===== config.mk =====
export PLATFORM = sky130hd
export DESIGN_NAME = exp_golomb_bit_packer_top
export DESIGN_NICKNAME = d
export VERILOG_FILES = /design/src/sv/egbp_pkg.sv /design/src/sv/exp_golomb_bit_packer_top.sv
export SDC_FILE = /design/constraint.sdc
export NUM_CORES = 1
export LEC_CHECK = 0
export CORE_UTILIZATION = 44
export CTS_CLUSTER_DIAMETER = 100
export DETAILED_ROUTE_END_ITERATION = 12
export DONT_BUFFER_PORTS = 1
export GPL_TIMING_DRIVEN = 0
export PLACE_DENSITY = 0.56
export RECOVER_POWER = 50
export SLEW_MARGIN = 25
export SYNTH_ARGS = -nofsm -noshare
export SYNTH_HDL_FRONTEND = slang
export SYNTH_SLANG_ARGS = --single-unit
export TNS_END_PERCENT = 20

===== constraint.sdc =====
create_clock -name aclk -period 9.33 [get_ports aclk]
set_clock_uncertainty 0.15 [all_clocks]
set_input_delay 0.933 -clock aclk [delete_from_list [all_inputs] [get_ports aclk]]
set_output_delay 0.933 -clock aclk [all_outputs]
set_load 0.02 [all_outputs]

===== src/sv/egbp_pkg.sv =====
`timescale 1ns / 1ps

package egbp_pkg;

    // Widest raw field that a command may write.
    localparam int FIELD_BITS_DEF = 32;

    localparam int S_TDATA_W = 64;
    localparam int M_TDATA_W = 72;
    localparam int M_TUSER_W = 2;

    // Largest unsigned Exp-Golomb value whose codeword fits in 31 bits.
    localparam logic [31:0] EG_MAX_VALUE = 32'd65534;

    localparam logic [2:0] MODE_RAW     = 3'd0;
    localparam logic [2:0] MODE_UE      = 3'd1;
    localparam logic [2:0] MODE_SE      = 3'd2;
    localparam logic [2:0] MODE_ALIGN   = 3'd3;
    localparam logic [2:0] MODE_FLUSH   = 3'd4;
    localparam logic [2:0] MODE_RESTART = 3'd5;

    typedef enum logic [1:0] {
        ST_IDLE,
        ST_SIZE,
        ST_WRITE,
        ST_STATUS
    } state_t;

endpackage


===== src/sv/exp_golomb_bit_packer_top.sv =====
`timescale 1ns / 1ps
// Operation: a command is accepted in ST_IDLE; ST_SIZE then sizes an Exp-Golomb
// code (one bit of the code word per cycle); ST_WRITE writes chunks of up to 8 bits
// (at most 5), one chunk per cycle except while a full byte waits on the output, and
// ST_STATUS sends the status beat once the output is free. One command at a time.
// Reset: aresetn is synchronous and active low; it clears the partial byte, the counters
// and the output valid.
module exp_golomb_bit_packer_top #(
    parameter int FIELD_BITS = egbp_pkg::FIELD_BITS_DEF
) (
    input  logic                             aclk,
    input  logic                             aresetn,
    input  logic                             s_tvalid,
    output logic                             s_tready,
    // mode[2:0], raw_value[34:3], signed_value[50:35], length[56:51], zero fill above
    input  logic [egbp_pkg::S_TDATA_W-1:0]  s_tdata,
    output logic                             m_tvalid,
    input  logic                             m_tready,
    // out_byte[7:0], total_bits[39:8], total_bytes[71:40]
    output logic [egbp_pkg::M_TDATA_W-1:0]  m_tdata,
    // byte_valid[0], range_error[1]
    output logic [egbp_pkg::M_TUSER_W-1:0]  m_tuser,
    output logic                             m_tlast
);

    logic [2:0]         in_mode;
    logic [31:0]        in_raw;
    logic signed [15:0] in_signed;
    logic [5:0]         in_length;

    assign in_mode   = s_tdata[2:0];
    assign in_raw    = s_tdata[34:3];
    assign in_signed = s_tdata[50:35];
    assign in_length = s_tdata[56:51];

    egbp_pkg::state_t state_reg, state_next;

    logic [31:0] val_reg, val_next;
    logic [5:0]  rem_reg, rem_next;
    logic [15:0] tmp_reg, tmp_next;
    logic [3:0]  k_reg, k_next;
    logic        err_reg, err_next;
    logic [7:0]  partial_reg, partial_next;
    logic [3:0]  free_reg, free_next;
    logic [31:0] bits_reg, bits_next;
    logic [31:0] bytes_reg, bytes_next;

    logic        m_valid_reg, m_valid_next;
    logic [7:0]  obyte_reg, obyte_next;
    logic        obv_reg, obv_next;
    logic        olast_reg, olast_next;
    logic        oerr_reg, oerr_next;
    logic [31:0] obits_reg, obits_next;
    logic [31:0] obytes_reg, obytes_next;

    logic        out_free;
    logic        accept;

    logic        commit_en;
    logic [5:0]  commit_n;
    logic [5:0]  byte_sum;

    logic [5:0]  raw_len;
    logic [15:0] ue_code;
    logic [15:0] se_neg;
    logic [15:0] se_code;
    logic        se_bad;

    logic [3:0]  take;
    logic [5:0]  shift_amt;
    logic [31:0] shifted;
    logic [7:0]  chunk_mask;
    logic [7:0]  chunk;
    logic [7:0]  partial_new;
    logic [3:0]  free_new;

    assign s_tready = (state_reg == egbp_pkg::ST_IDLE);
    assign accept   = s_tvalid && s_tready;
    assign out_free = !m_valid_reg || m_tready;

    assign m_tvalid = m_valid_reg;
    assign m_tdata  = {obytes_reg, obits_reg, obyte_reg};
    assign m_tuser  = {oerr_reg, obv_reg};
    assign m_tlast  = olast_reg;

    assign raw_len = (in_length > 6'(FIELD_BITS)) ? 6'(FIELD_BITS) : in_length;
    assign ue_code = in_raw[15:0] + 16'd1;
    assign se_neg  = 16'(-in_signed);
    assign se_bad  = (in_signed == 16'sh8000);
    assign se_code = (in_signed > 16'sd0) ? {in_signed[14:0], 1'b0} : {se_neg[14:0], 1'b1};

    // Bytes completed by a command follow from the bits already in the partial byte plus its own bits.
    assign byte_sum = {2'b00, 4'(4'd8 - free_reg)} + commit_n;

    // Shared chunk unit: up to one byte of code bits per cycle unless the output stalls.
    assign take        = (rem_reg < {2'b00, free_reg}) ? rem_reg[3:0] : free_reg;
    assign shift_amt   = rem_reg - {2'b00, take};
    assign shifted     = val_reg >> shift_amt;
    assign chunk_mask  = 8'((9'd1 << take) - 9'd1);
    assign chunk       = shifted[7:0] & chunk_mask;
    assign partial_new = partial_reg | (chunk << 3'(free_reg - take));
    assign free_new    = free_reg - take;

    always_ff @(posedge aclk) begin
        if (!aresetn) begin
            state_reg   <= egbp_pkg::ST_IDLE;
            partial_reg <= 8'd0;
            free_reg    <= 4'd8;
            bits_reg    <= 32'd0;
            bytes_reg   <= 32'd0;
            m_valid_reg <= 1'b0;
        end else begin
            state_reg   <= state_next;
            partial_reg <= partial_next;
            free_reg    <= free_next;
            bits_reg    <= bits_next;
            bytes_reg   <= bytes_next;
            m_valid_reg <= m_valid_next;
        end
    end

    always_ff @(posedge aclk) begin
        val_reg    <= val_next;
        rem_reg    <= rem_next;
        tmp_reg    <= tmp_next;
        k_reg      <= k_next;
        err_reg    <= err_next;
        obyte_reg  <= obyte_next;
        obv_reg    <= obv_next;
        olast_reg  <= olast_next;
        oerr_reg   <= oerr_next;
        obits_reg  <= obits_next;
        obytes_reg <= obytes_next;
    end

    always_comb begin
        state_next   = state_reg;
        val_next     = val_reg;
        rem_next     = rem_reg;
        tmp_next     = tmp_reg;
        k_next       = k_reg;
        err_next     = err_reg;
        partial_next = partial_reg;
        free_next    = free_reg;
        bits_next    = bits_reg;
        bytes_next   = bytes_reg;
        commit_en    = 1'b0;
        commit_n     = 6'd0;

        m_valid_next = m_valid_reg && !m_tready;
        obyte_next   = obyte_reg;
        obv_next     = obv_reg;
        olast_next   = olast_reg;
        oerr_next    = oerr_reg;
        obits_next   = obits_reg;
        obytes_next  = obytes_reg;

        case (state_reg)
            egbp_pkg::ST_IDLE: begin
                if (accept) begin
                    err_next = 1'b0;
                    k_next   = 4'd0;
                    case (in_mode)
                        egbp_pkg::MODE_RAW: begin
                            val_next   = in_raw;
                            commit_en  = 1'b1;
                            commit_n   = raw_len;
                            state_next = egbp_pkg::ST_WRITE;
                        end
                        egbp_pkg::MODE_UE: begin
                            if (in_raw > egbp_pkg::EG_MAX_VALUE) begin
                                err_next   = 1'b1;
                                state_next = egbp_pkg::ST_STATUS;
                            end else begin
                                val_next   = {16'd0, ue_code};
                                tmp_next   = ue_code >> 1;
                                state_next = egbp_pkg::ST_SIZE;
                            end
                        end
                        egbp_pkg::MODE_SE: begin
                            if (se_bad) begin
                                err_next   = 1'b1;
                                state_next = egbp_pkg::ST_STATUS;
                            end else begin
                                val_next   = {16'd0, se_code};
                                tmp_next   = se_code >> 1;
                                state_next = egbp_pkg::ST_SIZE;
                            end
                        end
                        egbp_pkg::MODE_ALIGN: begin
                            val_next   = 32'd0;
                            commit_en  = 1'b1;
                            commit_n   = (free_reg == 4'd8) ? 6'd0 : {2'b00, free_reg};
                            state_next = egbp_pkg::ST_WRITE;
                        end
                        egbp_pkg::MODE_FLUSH: begin
                            // A stop bit followed by zeros fills exactly the free bits.
                            val_next   = 32'd1 << (free_reg - 4'd1);
                            commit_en  = 1'b1;
                            commit_n   = {2'b00, free_reg};
                            state_next = egbp_pkg::ST_WRITE;
                        end
                        egbp_pkg::MODE_RESTART: begin
                            partial_next = 8'd0;
                            free_next    = 4'd8;
                            bits_next    = 32'd0;
                            bytes_next   = 32'd0;
                            state_next   = egbp_pkg::ST_STATUS;
                        end
                        default: begin
                            state_next = egbp_pkg::ST_STATUS;
                        end
                    endcase
                end
            end
            egbp_pkg::ST_SIZE: begin
                // Find the position of the leading one, one bit per cycle.
                if (tmp_reg != 16'd0) begin
                    tmp_next = tmp_reg >> 1;
                    k_next   = k_reg + 4'd1;
                end else begin
                    commit_en  = 1'b1;
                    commit_n   = {1'b0, k_reg, 1'b1};
                    state_next = egbp_pkg::ST_WRITE;
                end
            end
            egbp_pkg::ST_WRITE: begin
                if (rem_reg == 6'd0) begin
                    state_next = egbp_pkg::ST_STATUS;
                end else if (free_new != 4'd0) begin
                    partial_next = partial_new;
                    free_next    = free_new;
                    rem_next     = rem_reg - {2'b00, take};
                end else if (out_free) begin
                    partial_next = 8'd0;
                    free_next    = 4'd8;
                    rem_next     = rem_reg - {2'b00, take};
                    m_valid_next = 1'b1;
                    obyte_next   = partial_new;
                    obv_next     = 1'b1;
                    olast_next   = 1'b0;
                    oerr_next    = 1'b0;
                    obits_next   = bits_reg;
                    obytes_next  = bytes_reg;
                end
            end
            egbp_pkg::ST_STATUS: begin
                if (out_free) begin
                    m_valid_next = 1'b1;
                    obyte_next   = 8'd0;
                    obv_next     = 1'b0;
                    olast_next   = 1'b1;
                    oerr_next    = err_reg;
                    obits_next   = bits_reg;
                    obytes_next  = bytes_reg;
                    state_next   = egbp_pkg::ST_IDLE;
                end
            end
            default: begin
                state_next = egbp_pkg::ST_IDLE;
            end
        endcase

        // The counters move to their after-command values before the first beat goes out.
        if (commit_en) begin
            rem_next   = commit_n;
            bits_next  = bits_reg + {26'd0, commit_n};
            bytes_next = bytes_reg + {29'd0, byte_sum[5:3]};
        end
    end

endmodule


Word level (Yosys, flattened, before mapping)
Cells that the tools add are included.
- word-level logic and storage cells: 177
- bits of input ports: 68
- register bits: 213
- $add $sub $neg: 11
- order comparisons: 4
- shift-type cells: 4
- bitwise logic cells: 2
- reduce and logical (&&, ||, !) cells: 30
- equal/unequal tests: 26
- multiplexer cells: 83
- operators with widths (kind ; number):
    $mux 32 ; 13
    $pmux 32 s5 ; 1
    $pmux 32 s2 ; 2
    $mux 16 ; 5
    $mux 8 ; 8
    $pmux 16 s2 ; 2
    $mux 6 ; 7
    $mux 4 ; 9
    $add 32x3->32 ; 1
    $add 32x6->32 ; 1
    $gt 32x16->1 const B ; 1
    $pmux 8 s2 ; 2
    $shl 1x4->32 const A ; 1
    $shr 32x6->8 ; 1
    $ne 2x2->1 const B ; 10
    $pmux 6 s3 ; 1
    $add 16x1->16 const B ; 1
    $eq 16x16->1 const B ; 1
    $gt 16x1->1 const B ; 1
    $pmux 4 s2 ; 2
    $reduce_bool 16->1 ; 1
    $mux 1 ; 15
    $neg 15->15 ; 1
    $reduce_and 5->1 ; 3
    43 further kinds ; 70

Logic depth before layout (Yosys ltp)
Gate-level depths: netlist of run 1.
- word-level depth: 11
- gate-level depth with buffers: 22
- mapped depth without buffers: 21

Worst setup path after synthesis of run 1
OpenSTA, ideal clock, no wires.
- kind: register to register
- start: reg free_reg[3]
- end: reg obits_reg[0] (enable)
- path slack: 2.323 ns
- path buffers: 3
- cell stages (with the launch flop): 18
- period minus slack after synthesis: 7.007 ns
- required time: 8.694 ns
- arrival: 6.371 ns
- path through: dfxtp_1 -> clkbuf_1 -> inv_1 -> ha_1 -> a2111oi_0 -> o21ai_1 -> buf_2 -> clkbuf_1 -> nand2_1 -> o21ai_0 -> ha_1 -> fa_1 -> xor2_1 -> and3_1 -> nand3_1 -> nor2_1 -> a21oi_1 -> nor2_1
- cells in the longest elaborated chain, start to end: 6
- RTL lines (element ; line ; RTL):
    start, declared ; exp_golomb_bit_packer_top.sv:44 ; logic [3:0] free_reg, free_next;
    start signal, assigned ; exp_golomb_bit_packer_top.sv:115 ; free_reg <= free_next;
    $lt 6x4->1 ; exp_golomb_bit_packer_top.sv:96 ; assign take = (rem_reg < {2'b00, free_reg}) ? rem_reg[3:0] : free_reg;
    $mux 4 ; exp_golomb_bit_packer_top.sv:96 ;
    $sub 4x4->4 * ; exp_golomb_bit_packer_top.sv:102 ; assign free_new = free_reg - take;
    $reduce_bool 4->1 * ; exp_golomb_bit_packer_top.sv:230 ; end else if (free_new != 4'd0) begin
    $ne 2x2->1 (no line) * ; -- ;
    $reduce_and 3->1 (no line) * ; -- ;
    end signal, assigned ; exp_golomb_bit_packer_top.sv:132 ; obits_reg <= obits_next;
    end, declared ; exp_golomb_bit_packer_top.sv:53 ; logic [31:0] obits_reg, obits_next;
Every way passes the cells marked *; elsewhere a longest branch is shown, timed or not.
A chain may end at the register's enable or synchronous reset.

Final worst setup path of run 1
- start: reg free_reg[1]
- end: reg obyte_reg[6] (data pin)
- cells in the longest elaborated chain, start to end: 11
- elaborated cells between the ends (all ways): 14
- RTL lines (element ; line ; RTL):
    $lt 6x4->1 ; exp_golomb_bit_packer_top.sv:96 ;
    $mux 4 ; exp_golomb_bit_packer_top.sv:96 ;
    $sub 6x4->6 / $shl 1x4->8 (equally long branches) ; exp_golomb_bit_packer_top.sv:97, exp_golomb_bit_packer_top.sv:99 ;
    $shr 32x6->8 / $sub 8x1->8 (equally long branches) ; exp_golomb_bit_packer_top.sv:98, exp_golomb_bit_packer_top.sv:99 ;
    $and 8x8->8 ; exp_golomb_bit_packer_top.sv:100 ; assign chunk = shifted[7:0] & chunk_mask;
    $shl 8x3->8 * ; exp_golomb_bit_packer_top.sv:101 ; assign partial_new = partial_reg | (chunk << 3'(free_reg - take));
    $or 8x8->8 * ; exp_golomb_bit_packer_top.sv:101 ;
    $mux 8 * ; exp_golomb_bit_packer_top.sv:234 ; end else if (out_free) begin
    $mux 8 * ; exp_golomb_bit_packer_top.sv:230 ;
    $mux 8 * ; exp_golomb_bit_packer_top.sv:228 ; if (rem_reg == 6'd0) begin
    $pmux 8 s2 * ; exp_golomb_bit_packer_top.sv:158 ; case (state_reg)
    end signal, assigned ; exp_golomb_bit_packer_top.sv:128 ; obyte_reg <= obyte_next;
    end, declared ; exp_golomb_bit_packer_top.sv:49 ; logic [7:0] obyte_reg, obyte_next;
Every way passes the cells marked *; elsewhere a longest branch is shown, timed or not. The select of a mux whose other input is x is not followed.

==> impl_metrics.tcl, run 1 <==
set metrics [dict create \
    outcome "finished clean" \
    grt_pass1_wl_um 56540 \
    synth_top_area_cell "edfxtp_1" \
    postCtsSetupBuffers 0 \
    clock_sinks 212 \
    hp-class "reg -> reg" \
    clk-insertion-delay-late_ns 0.53 \
    wl_per_cell_um 20.05 \
    finalCritPeriodShare_pct 72.31 \
    htree_levels 1 \
    cts-resized-gates 0 \
    worstPathMaxFanout 10 \
    setup_violations 0 \
    area_growth_pct 11.01 \
    rows 62 \
    fp.dieW_um 173.0 \
    dr_total_vias 10390 \
    seq_area_frac_synth_pct 43.31 \
    synth_ff_type "edfxtp_1" \
    ys_warn_count 0 \
    p_total_mw 5.015 \
    cts_hold_buf 0 \
    cp.arrival_ns 6.87 \
    vias_per_cell 5.877 \
    final_area_um2 14290 \
    port_buffers 0 \
    synth_seq_cells 212 \
    drive_above_1_share_pct 8.038 \
    r2r_slack_ns 2.58 \
    pre_cts_slack_ns 2.673 \
    syn-instance-count 1332 \
    dp_cells 1719 \
    rsz0062_at_grt "no" \
    async_flop_share_pct 0 \
    fp.dieH_um 173.0 \
    highest_layer "met4" \
    dieArea_um2 29940 \
    synth_area_leaders "edfxtp_1, dfxtp_1, mux2i_1, nand2_1, ha_1" \
    wl_met2_um 16890 \
    drt_pre_antenna_iters 5 \
    power_density_nw_per_um2 350.9 \
    grt_pass1_vias 10180 \
    syn_area_um2 12870 \
    worstMarginPinSlew_ns 1.354 \
    drt_iter0_drc 856 \
    p_leak_nw 5.350 \
    crit_type "reg -> reg" \
    synth_edf_count 133 \
    gr-total-overflow 0 \
    place.gp.congestion 0.9463 \
    synth_common_cells "nand2_1, edfxtp_1, nor2_1" \
    core_um2 28780 \
    synth_area_per_cell_um2 9.664 \
    synth_most_common_cell "nand2_1" \
    crit_path_end_kind "register" \
    finalHoldViolCount 0 \
    ant_nets 0 \
    drc 0 \
    synth_fp_nets 1440 \
    ys_types 86 \
    placed_area_um2 13430 \
    ir_drop_uv 189.2 \
    cts_buffer_depth 3 \
    cts.clk_slew.worst_paths_ns 0.06 \
    relSlewSlack_pct 9.753 \
    layout_min_cycle_time_ns 6.747 \
    cts_tree "yes" \
    drv_cap 0 \
    hpwlAfterDp_um 27340 \
    fin_cells 1767 \
    grt_start_max_net_pins 29 \
    synth.top_cell.area_share_pct 31.03 \
    timing.final.ws_setup_ns 2.583 \
    numCtsBuffers 25 \
    final.setup.tns_ns 0 \
    grt_usage_pct 23.53 \
    cts-root-buf "clkbuf_16" \
    clock.fmax_ghz 0.1482 \
    antenna_found_initial 2 \
    final_nets 1470 \
    wl_met1_um 15770 \
    drv_slew 0 \
    required_ns 9.45 \
    io_pins 145 \
    routed_wl_um 35430 \
    hold_ws_ns 0.2991 \
    start_util_pct 44.73 \
    startpoint_type "register" \
    finish.utilization_pct 49.65 \
    met3WireLength_um 1875 \
    fill_cells 2719 \
]
[critical path: stages (launching register included)]
cell and delay, ns:
dfxtp_1 0.41, clkbuf_1 0.46, inv_1 0.32, ha_1 0.36
o211ai_1 0.09, o21ai_1 0.27, buf_2 0.31, clkbuf_1 0.36
o21ai_0 0.25, ha_1 0.27, fa_1 0.65, buf_2 0.32
buf_2 0.33, mux2i_1 0.34, a21oi_1 0.12, mux4_2 0.49
mux2i_2 0.31, nor3b_1 0.14, a2111oi_2 0.46, nor2_1 0.07
[area by class of cell]
cell class              count  area [µm²]  share of cell area, %
diodes                      2       5.005                0.03502
plain buffers              76       304.0                  2.128
clock buffers              26       639.4                  4.474
clock inverters            20       251.5                  1.760
inverters                  41       153.9                  1.077
multi-input cells        1003        6837                  47.84
flip-flops and latches    212        5575                  39.02
well taps                 384       480.5                  3.362
repair buffers              3       43.79                 0.3065
[cells by family (layout without fill, tap and decap cells)]
family	Yosys count	count (layout)	synth area share, %
and+or+nand+nor	525	525	20.84
AOI/OAI and AO/OA	285	285	14.53
DFF	212	212	43.31
buffers and inverters	117	166	3.655
muxes	102	102	10.01
xor gates and xnor gates	51	51	3.528
adders and majority gates	40	40	4.121
other	0	2	0
[report_power, final]
| group | internal (mW) | switching, mW | leakage [nW] |
|---|---|---|---|
| Sequential | 1.25 | 0.185 | 1.95 |
| Clock | 0.642 | 0.403 | 0.435 |
| Combinational | 0.977 | 1.56 | 2.97 |
[cells in the final DEF, fill, tap and decap left out, drive strengths merged, types with 5 or more instances in the layout]
cell and instances:
nand2 143, edfxtp 133, nor2 89, clkbuf 88
dfxtp 79, o21ai 79, nand3 64, a21oi 62
mux2i 60, inv 44, and2 37, ha 36
nor2b 34, nor3 30, xnor2 29, and3 26
mux2 25, xor2 22, nand4 21, nor4 18
mux4 17, buf 17, o211ai 16, or3 15
o21a 15, a21boi 15, a31oi 13, nand2b 11
a21o 11, o31ai 10, clkinv 10, nor3b 9
o2111ai 8, and4 6, or4 6, and3b 5
a22o 5, a211oi 5, bufinv 5, o311ai 5
[per-layer routing]
metal | global-route usage (%) | up-vias
li1 | - | 5009
met4 | 6.305 | 0
met3 | 3.584 | 53
met5 | 0 | -
met1 | 31.35 | 4989
met2 | 39.78 | 334
[final timing paths]
check | startpoint | to | cells after the start
hold / removal | bits_reg[31]$_SDFFE_PN0P_ | obits_reg[31]$_DFFE_PP_ | 0
setup / recovery | free_reg[1]$_SDFFE_PN0P_ | obyte_reg[6]$_SDFFCE_PP0P_ | 19
hold reg to reg | bits_reg[31]$_SDFFE_PN0P_ | obits_reg[31]$_DFFE_PP_ | 0
setup reg to reg | free_reg[1]$_SDFFE_PN0P_ | obyte_reg[6]$_SDFFCE_PP0P_ | 19
Note: power is estimated with default switching activity, not from simulation.
==> run 2: changes to the inputs <==
==> constraint.sdc (replaced) <==
create_clock -name aclk -period 6.7 [get_ports aclk]
set_clock_uncertainty 0.15 [all_clocks]
set_input_delay 0.67 -clock aclk [delete_from_list [all_inputs] [get_ports aclk]]
set_output_delay 0.67 -clock aclk [all_outputs]
set_load 0.02 [all_outputs]
==> impl_metrics.tcl, run 2 (synthesis results as in run 1) <==
set metrics [dict create \
    outcome "finished clean" \
    final_area_um2 14230 \
    core_um2 28780 \
    fin_cells 1766 \
    final_common_cell "nand2_1" \
    p_leak_nw 5.339 \
    r2r_slack_ns 0.57 \
    drv_cap 0 \
    rows 62 \
    port_buffers 0 \
    hpwlAfterDp_um 27200 \
    cts_buffer_depth 3 \
    vias_per_cell 5.853 \
    fp.dieW_um 173.0 \
    drv_slew 0 \
    wl_per_cell_um 19.87 \
    crit_path_end_kind "register" \
    io_pins 145 \
    clk-insertion-delay-late_ns 0.53 \
    fp.dieH_um 173.0 \
    routed_wl_um 35090 \
    rsz0062_at_grt "no" \
    relSlewSlack_pct 7.874 \
    finalHoldViolCount 0 \
    gr-total-overflow 0 \
    hp-class "in -> reg" \
    dr_total_vias 10340 \
    place.gp.congestion 0.9951 \
    crit_type "reg -> reg" \
    timing.final.ws_setup_ns 0.5717 \
    drc 0 \
    cp_slowest_stage_delay_ns 0.62 \
    finalCritPeriodShare_pct 91.47 \
    grt_usage_pct 23.18 \
    postCtsSetupBuffers 0 \
    layout_min_cycle_time_ns 6.128 \
    dieArea_um2 29940 \
    grt_pass1_wl_um 55430 \
    r2r_cells 19 \
    ant_nets 0 \
    cts_tree "yes" \
    grt_start_max_net_pins 29 \
    cts.clk_slew.worst_paths_ns 0.07 \
    hp-start "s_tdata[30]" \
    setup_violations 0 \
    antenna_found_initial 3 \
    min_path_cells 1 \
    startpoint_type "register" \
    r2r_start "free_reg[3]$_SDFFE_PN1P_" \
    r2r-end "obyte_reg[6]$_SDFFCE_PP0P_" \
    cp.arrival_ns 6.25 \
    htree_levels 1 \
    dp_cells 1719 \
    holdPathEnd "val_reg[27]$_DFFE_PP_" \
    finish.utilization_pct 49.45 \
    final_nets 1469 \
    drt_pre_antenna_iters 6 \
    worstPathMaxFanout 19 \
    cts-root-buf "clkbuf_16" \
    power_density_nw_per_um2 482.6 \
    final_cell_mix "nand2_1, edfxtp_1, nor2_1" \
    critPathSlowestCell "fa_1" \
    drive_above_1_share_pct 8.116 \
    drt_iter0_drc 776 \
    placed_area_um2 13440 \
    numCtsBuffers 25 \
    crit_top_cell "buf_2" \
    area_growth_pct 10.57 \
    worstPathCellList "clkbuf_2 > inv_1 > ha_1 > a2111oi_1 > o21ai_1 > buf_2 > nand2_1 > o21ai_0 > ha_1 > fa_1 > buf_2 > buf_2 > mux2i_1 > a21oi_1 > mux4_2 > mux2i_2 > nor3b_1 > a2111oi_2 > nor2_1" \
    required_ns 6.82 \
    ir_drop_uv 292.7 \
    start_util_pct 44.73 \
    clock_sinks 212 \
    worstMarginPinSlew_ns 1.382 \
    clock.fmax_ghz 0.1632 \
    pre_cts_slack_ns 0.04665 \
    grt_pass1_vias 9889 \
]
[run 2: cell types whose count changed in the layout (fill, tap and decap cells not counted), moves of 3 or more]
cell / delta
bufinv_16: -3
clkbuf_2: +3
clkinv_1: -3
clkinv_2: +3
inv_6: -3
[run 2: area by class of cell]
type,count,area (µm²)
Clock buffer,30,654.4
Multi-Input combinational cell,1003,6835
Buffer,75,306.5
Fill cell,2708,14550
Antenna cell,2,5.005
Tap cell,384,480.5
Sequential cell,212,5575
Clock inverter,16,170.2
Timing Repair Buffer,3,51.30
Inverter,41,153.9
[run 2: what timing repair did]
item	CTS	global route
hold buffers	0	0
hold endpoints to repair	0	0
setup endpoints to repair	0	15
gates resized for setup	0	8
[run 2: worst max-delay path by stage]
stage | from | to | slack, ns | cells after the start
after floorplan | free_reg[3]$_SDFFE_PN1P_ | obits_reg[0]$_DFFE_PP_ | 0.76 | 17
after global placement | free_reg[1]$_SDFFE_PN0P_ | obits_reg[0]$_DFFE_PP_ | -0.91 | 16
after detailed placement | free_reg[1]$_SDFFE_PN0P_ | obyte_reg[2]$_SDFFCE_PP0P_ | 0.05 | 19
after CTS | free_reg[1]$_SDFFE_PN0P_ | obyte_reg[2]$_SDFFCE_PP0P_ | 0.03 | 19
after global routing | free_reg[0]$_SDFFE_PN0P_ | bytes_reg[31]$_SDFFE_PN0P_ | 0.17 | 22
final | free_reg[3]$_SDFFE_PN1P_ | obyte_reg[6]$_SDFFCE_PP0P_ | 0.57 | 19
[run 2: stage by stage]
stage / power (mW) / hold WS (ns) / setup TNS [ns]
after floorplan: 4.599 / 0.2664 / 0
after global placement: 5.495 / 0.2827 / -57.46
after detailed placement: 5.519 / 0.2889 / 0
after CTS: 6.881 / 0.1841 / 0
after global routing: 7.288 / 0.2009 / 0
final: 6.869 / 0.2024 / 0
[run 2: worst max-delay path: cells and delay by family, from the launching register on]
kind	cells	cell delay, ns
simple gates	3	0.32
mux	3	1.05
compound gates	5	1.35
buf+inv	5	1.44
flops	1	0.33
fa+ha+maj	3	1.22
[run 2: metal layers]
metal,vias up,GRT usage (%),share of wire (%)
met2,318,39.28,48
met5,-,0,0.037
met4,2,5.125,1.8
met3,49,3.980,5.6
met1,4973,30.94,45
li1,4995,-,-
[run 2: power by group]
group / internal (mW) / switching [mW] / total [mW] / leakage [nW]
Sequential: 1.75 / 0.260 / 2.01 / 1.95
Combinational: 1.37 / 2.15 / 3.52 / 2.98
Clock: 0.788 / 0.555 / 1.34 / 0.410
Total: 3.90 / 2.97 / 6.87 / 5.34
